File: config.mk
export PLATFORM = sky130hd
export DESIGN_NAME = latency_histogram_topn_tracker_unit
export DESIGN_NICKNAME = d
export VERILOG_FILES = /design/src/rtl/lht_pkg.sv /design/src/rtl/latency_histogram_topn_tracker_unit.sv /design/src/rtl/lht_stats.sv /design/src/rtl/lht_top_table.sv
export SDC_FILE = /design/constraint.sdc
export NUM_CORES = 2
export LEC_CHECK = 0
export ABC_AREA = 1
export BUFFER_PORTS_ARGS = -buffer_cell sky130_fd_sc_hd__buf_4
export CAP_MARGIN = 40
export CORE_ASPECT_RATIO = 0.7
export CORE_MARGIN = 2
export CORE_UTILIZATION = 58
export CTS_CLUSTER_DIAMETER = 80
export DETAILED_ROUTE_END_ITERATION = 16
export PLACE_DENSITY = 0.79
export SLEW_MARGIN = 15
export SYNTH_ARGS = -nofsm -noshare
export SYNTH_HDL_FRONTEND = slang
export SYNTH_SLANG_ARGS = --single-unit
File: constraint.sdc
create_clock -name clk -period 7.5 [get_ports clk]
set_clock_uncertainty 0.05 [all_clocks]
set_input_delay 1.125 -clock clk [delete_from_list [all_inputs] [get_ports clk]]
set_output_delay 1.125 -clock clk [all_outputs]
set_load 0.1 [all_outputs]
File: src/rtl/lht_pkg.sv
// Shared types, constants and helpers for the latency histogram / top-N tracker.
// No dependencies; used by every module in rtl/.
package lht_pkg;

  localparam int DEFAULT_TABLE_DEPTH = 16;
  localparam int NUM_BINS            = 6;
  localparam int BIN_W               = 3;
  localparam int SLOT_W              = 8;
  localparam int DELAY_W             = 32;
  localparam int CPU_W               = 8;
  localparam int THREAD_W            = 22;
  localparam int STAMP_W             = 64;
  localparam int COUNT_W             = 32;
  localparam int TOTAL_W             = 48;

  // histogram bin edges, ms
  localparam logic [DELAY_W-1:0] EDGE_10   = 32'd10;
  localparam logic [DELAY_W-1:0] EDGE_50   = 32'd50;
  localparam logic [DELAY_W-1:0] EDGE_100  = 32'd100;
  localparam logic [DELAY_W-1:0] EDGE_500  = 32'd500;
  localparam logic [DELAY_W-1:0] EDGE_1000 = 32'd1000;

  localparam logic [BIN_W-1:0] BIN_UNDER_10   = 3'd0;
  localparam logic [BIN_W-1:0] BIN_UNDER_50   = 3'd1;
  localparam logic [BIN_W-1:0] BIN_UNDER_100  = 3'd2;
  localparam logic [BIN_W-1:0] BIN_UNDER_500  = 3'd3;
  localparam logic [BIN_W-1:0] BIN_UNDER_1000 = 3'd4;
  localparam logic [BIN_W-1:0] BIN_OVER_1000  = 3'd5;

  typedef struct packed {
    logic [DELAY_W-1:0]  delay_ms;
    logic [CPU_W-1:0]    cpu_id;
    logic [THREAD_W-1:0] thread_id;
    logic [STAMP_W-1:0]  stamp_ns;
  } req_t;

  typedef struct packed {
    logic [COUNT_W-1:0] event_count;
    logic [TOTAL_W-1:0] delay_total;
    logic [BIN_W-1:0]   bin_index;
    logic [COUNT_W-1:0] bin_count;
    logic [SLOT_W-1:0]  ring_slot;
    logic               top_replaced;
    logic [SLOT_W-1:0]  top_slot;
    logic [DELAY_W-1:0] top_min;
  } res_t;

  // counters / histogram / ring side
  typedef struct packed {
    logic [COUNT_W-1:0] event_count;
    logic [TOTAL_W-1:0] delay_total;
    logic [BIN_W-1:0]   bin_index;
    logic [COUNT_W-1:0] bin_count;
    logic [SLOT_W-1:0]  ring_slot;
  } stats_t;

  // top-N table side
  typedef struct packed {
    logic               hit;
    logic               replaced;
    logic [SLOT_W-1:0]  slot;
    logic [DELAY_W-1:0] min_delay;
    logic               scan_done;
  } top_stat_t;

  typedef enum logic [1:0] {
    ST_IDLE,
    ST_UPDATE,
    ST_SCAN,
    ST_FINISH
  } state_t;

  function automatic logic [BIN_W-1:0] bin_of(input logic [DELAY_W-1:0] d);
    logic [BIN_W-1:0] b;
    if (d < EDGE_10) begin
      b = BIN_UNDER_10;
    end else if (d < EDGE_50) begin
      b = BIN_UNDER_50;
    end else if (d < EDGE_100) begin
      b = BIN_UNDER_100;
    end else if (d < EDGE_500) begin
      b = BIN_UNDER_500;
    end else if (d < EDGE_1000) begin
      b = BIN_UNDER_1000;
    end else begin
      b = BIN_OVER_1000;
    end
    return b;
  endfunction

endpackage

File: src/rtl/latency_histogram_topn_tracker_unit.sv
// Top level of the latency histogram / top-N tracker: request FSM and result register.
// Depends on lht_pkg, lht_stats and lht_top_table.
//
// Usage:
//   A request (one latency event on req) is taken at a rising edge with start
//   high and busy low. The block then counts it, adds its delay to the total,
//   bumps the histogram bin, writes the ring, and, if the delay beats the
//   tracked table minimum, overwrites that table entry and rescans the table.
//   One result per request appears on res for exactly one cycle with done high;
//   there is no back-pressure, the receiver must take it in that cycle.
//   The result is registered in the finish state: the request first passes
//   the update state and, when it enters the table, the rescan state
//   (one delay-memory read per cycle during the rescan, then the registered
//   read data and the compare stage).
//   busy drops in the done cycle, so the next request may follow at once;
//   a request is never taken before the result of the last one is out.
//   Synchronous reset clears all counters, bins and the table valid bits;
//   entries not yet written read as zero. Any request in flight is dropped.
module latency_histogram_topn_tracker_unit #(
  parameter int TABLE_DEPTH = lht_pkg::DEFAULT_TABLE_DEPTH
) (
  input  logic          clk,
  input  logic          rst,
  input  logic          start,
  output logic          busy,
  input  lht_pkg::req_t req,
  output logic          done,
  output lht_pkg::res_t res
);

  lht_pkg::state_t    state;
  lht_pkg::state_t    state_next;
  lht_pkg::req_t      req_q;
  lht_pkg::stats_t    stats;
  lht_pkg::top_stat_t top_stat;
  logic               upd;

  lht_stats #(
    .TABLE_DEPTH(TABLE_DEPTH)
  ) u_stats (
    .clk  (clk),
    .rst  (rst),
    .upd  (upd),
    .req  (req_q),
    .stats(stats)
  );

  lht_top_table #(
    .TABLE_DEPTH(TABLE_DEPTH)
  ) u_top (
    .clk (clk),
    .rst (rst),
    .upd (upd),
    .req (req_q),
    .stat(top_stat)
  );

  // next state; the update cycle decides whether a rescan is needed
  always_comb begin
    state_next = state;
    case (state)
      lht_pkg::ST_IDLE: begin
        if (start) begin
          state_next = lht_pkg::ST_UPDATE;
        end
      end
      lht_pkg::ST_UPDATE: begin
        state_next = top_stat.hit ? lht_pkg::ST_SCAN : lht_pkg::ST_FINISH;
      end
      lht_pkg::ST_SCAN: begin
        if (top_stat.scan_done) begin
          state_next = lht_pkg::ST_FINISH;
        end
      end
      lht_pkg::ST_FINISH: begin
        state_next = lht_pkg::ST_IDLE;
      end
      default: begin
        state_next = lht_pkg::ST_IDLE;
      end
    endcase
  end

  assign busy = (state != lht_pkg::ST_IDLE);
  assign upd  = (state == lht_pkg::ST_UPDATE);

  always_ff @(posedge clk) begin
    if (rst) begin
      state <= lht_pkg::ST_IDLE;
      done  <= 1'b0;
    end else begin
      state <= state_next;
      done  <= (state == lht_pkg::ST_FINISH);
    end
  end

  // request and result payload registers
  always_ff @(posedge clk) begin
    if (start && !busy) begin
      req_q <= req;
    end
    if (state == lht_pkg::ST_FINISH) begin
      res.event_count  <= stats.event_count;
      res.delay_total  <= stats.delay_total;
      res.bin_index    <= stats.bin_index;
      res.bin_count    <= stats.bin_count;
      res.ring_slot    <= stats.ring_slot;
      res.top_replaced <= top_stat.replaced;
      res.top_slot     <= top_stat.slot;
      res.top_min      <= top_stat.min_delay;
    end
  end

`ifndef SYNTH
  a_done_single: assert property (@(posedge clk) disable iff (rst) done |=> !done)
    else $error("result strobe longer than one cycle");
  a_done_on_release: assert property (@(posedge clk) disable iff (rst)
    !$past(rst) && $fell(busy) |-> done)
    else $error("busy released without a result");
  a_no_strobe_busy: assert property (@(posedge clk) disable iff (rst)
    done |-> state == lht_pkg::ST_IDLE || state == lht_pkg::ST_UPDATE)
    else $error("result strobe while request still in progress");
`endif

endmodule

File: src/rtl/lht_stats.sv
// Event counter, delay total, six-bin histogram and the recent-event ring memory.
// Depends on lht_pkg.
module lht_stats #(
  parameter int TABLE_DEPTH = lht_pkg::DEFAULT_TABLE_DEPTH
) (
  input  logic            clk,
  input  logic            rst,
  input  logic            upd,
  input  lht_pkg::req_t   req,
  output lht_pkg::stats_t stats
);

  localparam int AW = $clog2(TABLE_DEPTH);
  localparam logic [AW-1:0] LAST = AW'(TABLE_DEPTH - 1);
  localparam int RING_W = lht_pkg::CPU_W + lht_pkg::DELAY_W;

  logic [lht_pkg::COUNT_W-1:0] count_reg;
  logic [lht_pkg::TOTAL_W-1:0] total_reg;
  logic [lht_pkg::COUNT_W-1:0] bin_counts [lht_pkg::NUM_BINS];
  logic [AW-1:0]               ptr;
  logic [lht_pkg::BIN_W-1:0]   bin_q;
  logic [lht_pkg::COUNT_W-1:0] bin_cnt_q;
  logic [RING_W-1:0]           ring_mem [TABLE_DEPTH];

  logic [lht_pkg::BIN_W-1:0]   bin;
  logic [lht_pkg::COUNT_W-1:0] count_next;
  logic [lht_pkg::TOTAL_W-1:0] total_next;
  logic [lht_pkg::COUNT_W-1:0] bin_cnt_next;
  logic [AW-1:0]               ptr_next;

  always_comb begin
    bin          = lht_pkg::bin_of(req.delay_ms);
    count_next   = count_reg + 1'b1;
    total_next   = total_reg + lht_pkg::TOTAL_W'(req.delay_ms);
    bin_cnt_next = bin_counts[bin] + 1'b1;
    // slot tracks count mod depth; a wrap of the count restarts it at zero
    if (count_next == '0) begin
      ptr_next = '0;
    end else if (ptr == LAST) begin
      ptr_next = '0;
    end else begin
      ptr_next = ptr + 1'b1;
    end
  end

  always_ff @(posedge clk) begin
    if (rst) begin
      count_reg <= '0;
      total_reg <= '0;
      ptr       <= '0;
      for (int i = 0; i < lht_pkg::NUM_BINS; i++) begin
        bin_counts[i] <= '0;
      end
    end else if (upd) begin
      count_reg       <= count_next;
      total_reg       <= total_next;
      ptr             <= ptr_next;
      bin_counts[bin] <= bin_cnt_next;
    end
  end

  always_ff @(posedge clk) begin
    if (upd) begin
      bin_q              <= bin;
      bin_cnt_q          <= bin_cnt_next;
      ring_mem[ptr_next] <= {req.cpu_id, req.delay_ms};
    end
  end

  assign stats.event_count = count_reg;
  assign stats.delay_total = total_reg;
  assign stats.bin_index   = bin_q;
  assign stats.bin_count   = bin_cnt_q;
  assign stats.ring_slot   = lht_pkg::SLOT_W'(ptr);

`ifndef SYNTH
  a_ptr_range: assert property (@(posedge clk) disable iff (rst) ptr <= LAST)
    else $error("ring pointer beyond table depth");
`endif

endmodule

File: src/rtl/lht_top_table.sv
// Top-N delay table: delay memory with per-entry valid bits, record memory, and
// the sequential minimum rescan over the delay memory. Depends on lht_pkg.
module lht_top_table #(
  parameter int TABLE_DEPTH = lht_pkg::DEFAULT_TABLE_DEPTH
) (
  input  logic               clk,
  input  logic               rst,
  input  logic               upd,
  input  lht_pkg::req_t      req,
  output lht_pkg::top_stat_t stat
);

  localparam int AW = $clog2(TABLE_DEPTH);
  localparam logic [AW-1:0] LAST = AW'(TABLE_DEPTH - 1);
  localparam int REC_W = lht_pkg::STAMP_W + lht_pkg::THREAD_W + lht_pkg::CPU_W;

  logic [lht_pkg::DELAY_W-1:0] delay_mem [TABLE_DEPTH];
  logic [REC_W-1:0]            rec_mem   [TABLE_DEPTH];
  logic [TABLE_DEPTH-1:0]      vbit;

  logic [lht_pkg::DELAY_W-1:0] min_delay;
  logic [AW-1:0]               min_slot;
  logic                        replaced_q;
  logic [AW-1:0]               slot_q;
  logic                        scanning;
  logic                        rd_vld_q;
  logic [AW-1:0]               rd_addr;
  logic [AW-1:0]               idx_q;
  logic [lht_pkg::DELAY_W-1:0] rd_data;
  logic                        rd_vbit;
  logic [lht_pkg::DELAY_W-1:0] best;
  logic [AW-1:0]               best_slot;
  logic [lht_pkg::DELAY_W-1:0] wr_delay_q;

  logic                        hit;
  logic [lht_pkg::DELAY_W-1:0] ent;
  logic [lht_pkg::DELAY_W-1:0] cand;
  logic [AW-1:0]               cand_slot;
  logic                        scan_done;

  always_comb begin
    hit = req.delay_ms > min_delay;
    ent = rd_vbit ? rd_data : '0;
    // strict less-than keeps the lowest slot on ties
    if (idx_q == '0) begin
      cand      = ent;
      cand_slot = '0;
    end else if (ent < best) begin
      cand      = ent;
      cand_slot = idx_q;
    end else begin
      cand      = best;
      cand_slot = best_slot;
    end
    scan_done = rd_vld_q && (idx_q == LAST);
  end

  always_ff @(posedge clk) begin
    if (rst) begin
      min_delay  <= '0;
      min_slot   <= '0;
      replaced_q <= 1'b0;
      slot_q     <= '0;
      scanning   <= 1'b0;
      rd_vld_q   <= 1'b0;
      vbit       <= '0;
    end else begin
      rd_vld_q <= scanning;
      if (upd) begin
        replaced_q <= hit;
        slot_q     <= hit ? min_slot : '0;
        if (hit) begin
          vbit[min_slot] <= 1'b1;
          scanning       <= 1'b1;
        end
      end else if (scanning && (rd_addr == LAST)) begin
        scanning <= 1'b0;
      end
      if (scan_done) begin
        min_delay <= cand;
        min_slot  <= cand_slot;
      end
    end
  end

  always_ff @(posedge clk) begin
    idx_q <= rd_addr;
    if (upd) begin
      rd_addr    <= '0;
      wr_delay_q <= req.delay_ms;
    end else if (scanning) begin
      rd_addr <= rd_addr + 1'b1;
    end
    if (rd_vld_q) begin
      best      <= cand;
      best_slot <= cand_slot;
    end
  end

  // memories: write of the new entry, then one read a cycle during the rescan
  always_ff @(posedge clk) begin
    if (upd && hit) begin
      delay_mem[min_slot] <= req.delay_ms;
      rec_mem[min_slot]   <= {req.stamp_ns, req.thread_id, req.cpu_id};
    end
    if (scanning) begin
      rd_data <= delay_mem[rd_addr];
      rd_vbit <= vbit[rd_addr];
    end
  end

  assign stat.hit       = hit;
  assign stat.replaced  = replaced_q;
  assign stat.slot      = lht_pkg::SLOT_W'(slot_q);
  assign stat.min_delay = min_delay;
  assign stat.scan_done = scan_done;

`ifndef SYNTH
  a_no_upd_in_scan: assert property (@(posedge clk) disable iff (rst)
    upd |-> !scanning && !rd_vld_q)
    else $error("update request during rescan");
  a_scan_after_hit: assert property (@(posedge clk) disable iff (rst)
    $rose(scanning) |-> $past(upd) && $past(hit))
    else $error("rescan started without a table write");
  a_min_bound: assert property (@(posedge clk) disable iff (rst)
    scan_done |=> min_delay <= wr_delay_q)
    else $error("rescanned minimum above the entry just written");
`endif

endmodule

==> results.tsv <==
stage	metric	value	unit
route	vias	35450	
worst_setup_path	critPathKind	register to register	
synthesis	synth.avg_cell_area	11.11	um2
power	p_per_area	331.5	nW/um2
min_path	worstHoldStart	u_stats.bin_q[1]	
synthesis	syn_area	49200	um2
sta	fmax	192.1	MHz
worst_setup_path	r2r-end	u_stats.bin_cnt_q[12]	
run_status	outcome	complete, no violations	
sta	slew_headroom	0.3944	
layout	drive_gt1_frac	0.1116	
worst_setup_path	arrival	5.56	ns
min_path	whs_path_depth	0	
worst_setup_path	crit_slowest_cell	edfxtp_1	
power	ir_drop	0.2481	mV
global_route	grt_pass1_wl	199800	um
clock_network	clk_latency	0.69	ns
layout	final_common_cell	edfxtp_1	
floorplanning	boundaryPins	295	
layout	num_antenna_cells	0	
clock_network	cts.sinks	1156	
synthesis	synthXorXnorAreaFrac	0.006942	
worst_setup_path	critPathTopFamily	simple AND/OR/NAND/NOR gates	
clock_network	cts_buffers	101	
synthesis	synth-compound-area-share	0.1049	
min_path	hp-class	register to register	
layout	fin_area	55860	um2
sta	tns	0	ns
min_path	worstHoldEndpoint	res[82]	
clock_network	ctsResizeCount	0	
route	firstDrtPassIters	9	
worst_setup_path	critPathCaptureType	register	
route	ant_nets	0	
floorplanning	core	84190	um2
layout	layout_common_cells	edfxtp_1 (1002), nand2_1 (691), nor2_1 (523)	
clock_network	cts_tree	done	
worst_setup_path	crit_path_frequent_cell	nand2_1	
sta	tightest_slew	0.9074	ns
synthesis	synth-seq-cells	1156	
floorplanning	die-width	352.1	um
route	post_drt_wl_per_cell	23.07	um
worst_setup_path	crit_path_start_kind	register	
layout	regMostFlops	u_top.delay_mem	
global_route	grt_usage	0.3042	
floorplanning	dieArea	87220	um2
sta	slew_violations	0	
place	dpl.hpwl	83410	um
global_route	top_usage_layer	met2	
clock_network	cts_buffer_depth	3	
sta	fin_hold_ws	0.3689	ns
worst_setup_path	r2r_setup_slack	2.29	ns
power	p_total	18520	uW
global_route	grt-ovfl-total	0	
clock_network	post_cts_buffers	0	
synthesis	async_reset_ff_frac	0	
global_route	first_global_vias	33220	
layout	largest_register_ffs	512	
global_route	antenna_found_initial	7	
worst_setup_path	path_max_fanout	49	
layout	reg_top3	u_top.delay_mem (512), u_stats.bin_counts (198), res (156)	
synthesis	synth_cell_types	49	
worst_setup_path	reg2reg_depth	26	
place	gp_congestion	0.9801	
clock_network	cts_hold_buf	0	
layout	nets	4862	
worst_setup_path	slowest_delay	0.61	ns
sta	final_hold_viol_count	0	
synthesis	yosysSeqAreaShare	0.6742	
sta	finalCriticalPeriod	5.206	ns
synthesis	synth-warning-count	0	
route	drc	0	
floorplanning	die_y	247.7	um
sta	finalSetupViolCount	0	
clock_network	root_buffer	clkbuf_16	
synthesis	synth-edff-count	1002	
sta	fin_crit_sh	0.6941	
worst_setup_path	r2r-start	req_q[119]	
synthesis	synthCells	4429	
worst_setup_path	path_buf_inv	6	
synthesis	synth.mux.area_fraction	0	
route	drt_wl_total	135000	um
floorplanning	rows	89	
synthesis	synth_flop_cell	edfxtp_1	
route	vias_per_cell	6.058	
flow_run	max-cap-violations	0	
power	leakage	0.02104	uW
worst_setup_path	required	7.86	ns
layout	syn2layout_area_growth	13.52	%
route	drt_iter0_markers	5341	
global_route	use_met2	0.4503	
clock_network	clk_pin_slew	0.06	ns
clock_network	htree_levels	3	
sta	rsz0062_at_grt	false	
floorplanning	start_util	0.5845	
place	portBuffers	192	
global_route	grtUsageMet3	0.08154	
global_route	grt_max_degree	85	
synthesis	synthSimpleGateAreaFrac	0.1376	
synthesis	synth_fa_ha_area_frac	0.02711	
synthesis	synth_top_family_by_area	simple AND/OR/NAND/NOR gates	
place	place_area	52380	um2
global_route	grt_util_met1	0.4404	
## synthesized netlist by cell type (all sizes together), types with 3 or more instances
library cell     n  share of area
nand3b          13         0.0027
xor2            37         0.0066
a31oi           18         0.0023
edfxtp        1002           0.61
a22o             3        0.00053
nor3            51         0.0054
inv            384          0.029
ha             105          0.027
nand2          698          0.054
o22ai           56         0.0071
and2             3        0.00038
clkbuf         159          0.012
buf             62         0.0076
o21bai           6        0.00092
a21oi          225          0.023
a21o             4        0.00061
o221ai          84          0.015
o21a            14         0.0021
dfxtp          154          0.063
o21ai          426          0.043
or2              4        0.00051
nor4            13         0.0017
nand4           19         0.0024
o211ai          57         0.0087
nor2           548          0.043
nand3          270          0.027
## per-layer routing
| metal | share of wire | routed length, um |
|---|---|---|
| met4 | 0.030 | 4090 |
| met3 | 0.14 | 19330 |
| met2 | 0.43 | 57910 |
| met1 | 0.40 | 53490 |
| met5 | 0.0014 | 195 |
## cells by family after synthesis
logic type / count (synthesis)
xor+xnor: 39
simple gates: 1620
fa+ha+maj: 106
flops: 1156
compound gates: 901
buf+inv: 606
other cells: 1
## area by class of cell
class | instances | area [um2]
clock inverter | 62 | 649.4
fill | 6021 | 28330
clock buffer | 129 | 2714
multi-input combinational | 2680 | 13740
tap | 1137 | 1423
inverter | 385 | 1453
sequential | 1156 | 33180
timing repair buffer | 303 | 2700
## report_power, final
group / leakage (uW) / internal [uW] / switching, uW
combinational: 0.00879 / 1250 / 3760
clock: 0.00165 / 2990 / 2360
sequential: 0.0106 / 7820 / 346
## metrics by stage
step                      worst slack (ns)    util  instances
after floorplan                      2.693       -       4442
final                                2.294  0.6635       5852
after CTS                            2.275  0.6621       5846
after global routing                 1.968  0.6635       5852
after global placement               2.342  0.6166       5633
after detailed placement             2.260  0.6222       5655
## worst max path at each step
stage,slack [ns],end,startpoint,cells past startpoint
6_report,2.29,u_stats.bin_cnt_q[12],req_q[119],26
5_1_grt,1.97,u_stats.bin_counts[0][8],req_q[120],24
4_1_cts,2.27,u_stats.bin_cnt_q[8],req_q[114],21
3_5_place_dp,2.26,u_stats.bin_counts[5][8],req_q[114],21
3_3_place_gp,2.34,u_stats.bin_counts[0][8],req_q[112],22
2_1_floorplan,2.69,u_stats.bin_counts[5][0],state[1],5
No activity file was read; power rests on OpenSTA's default activity.
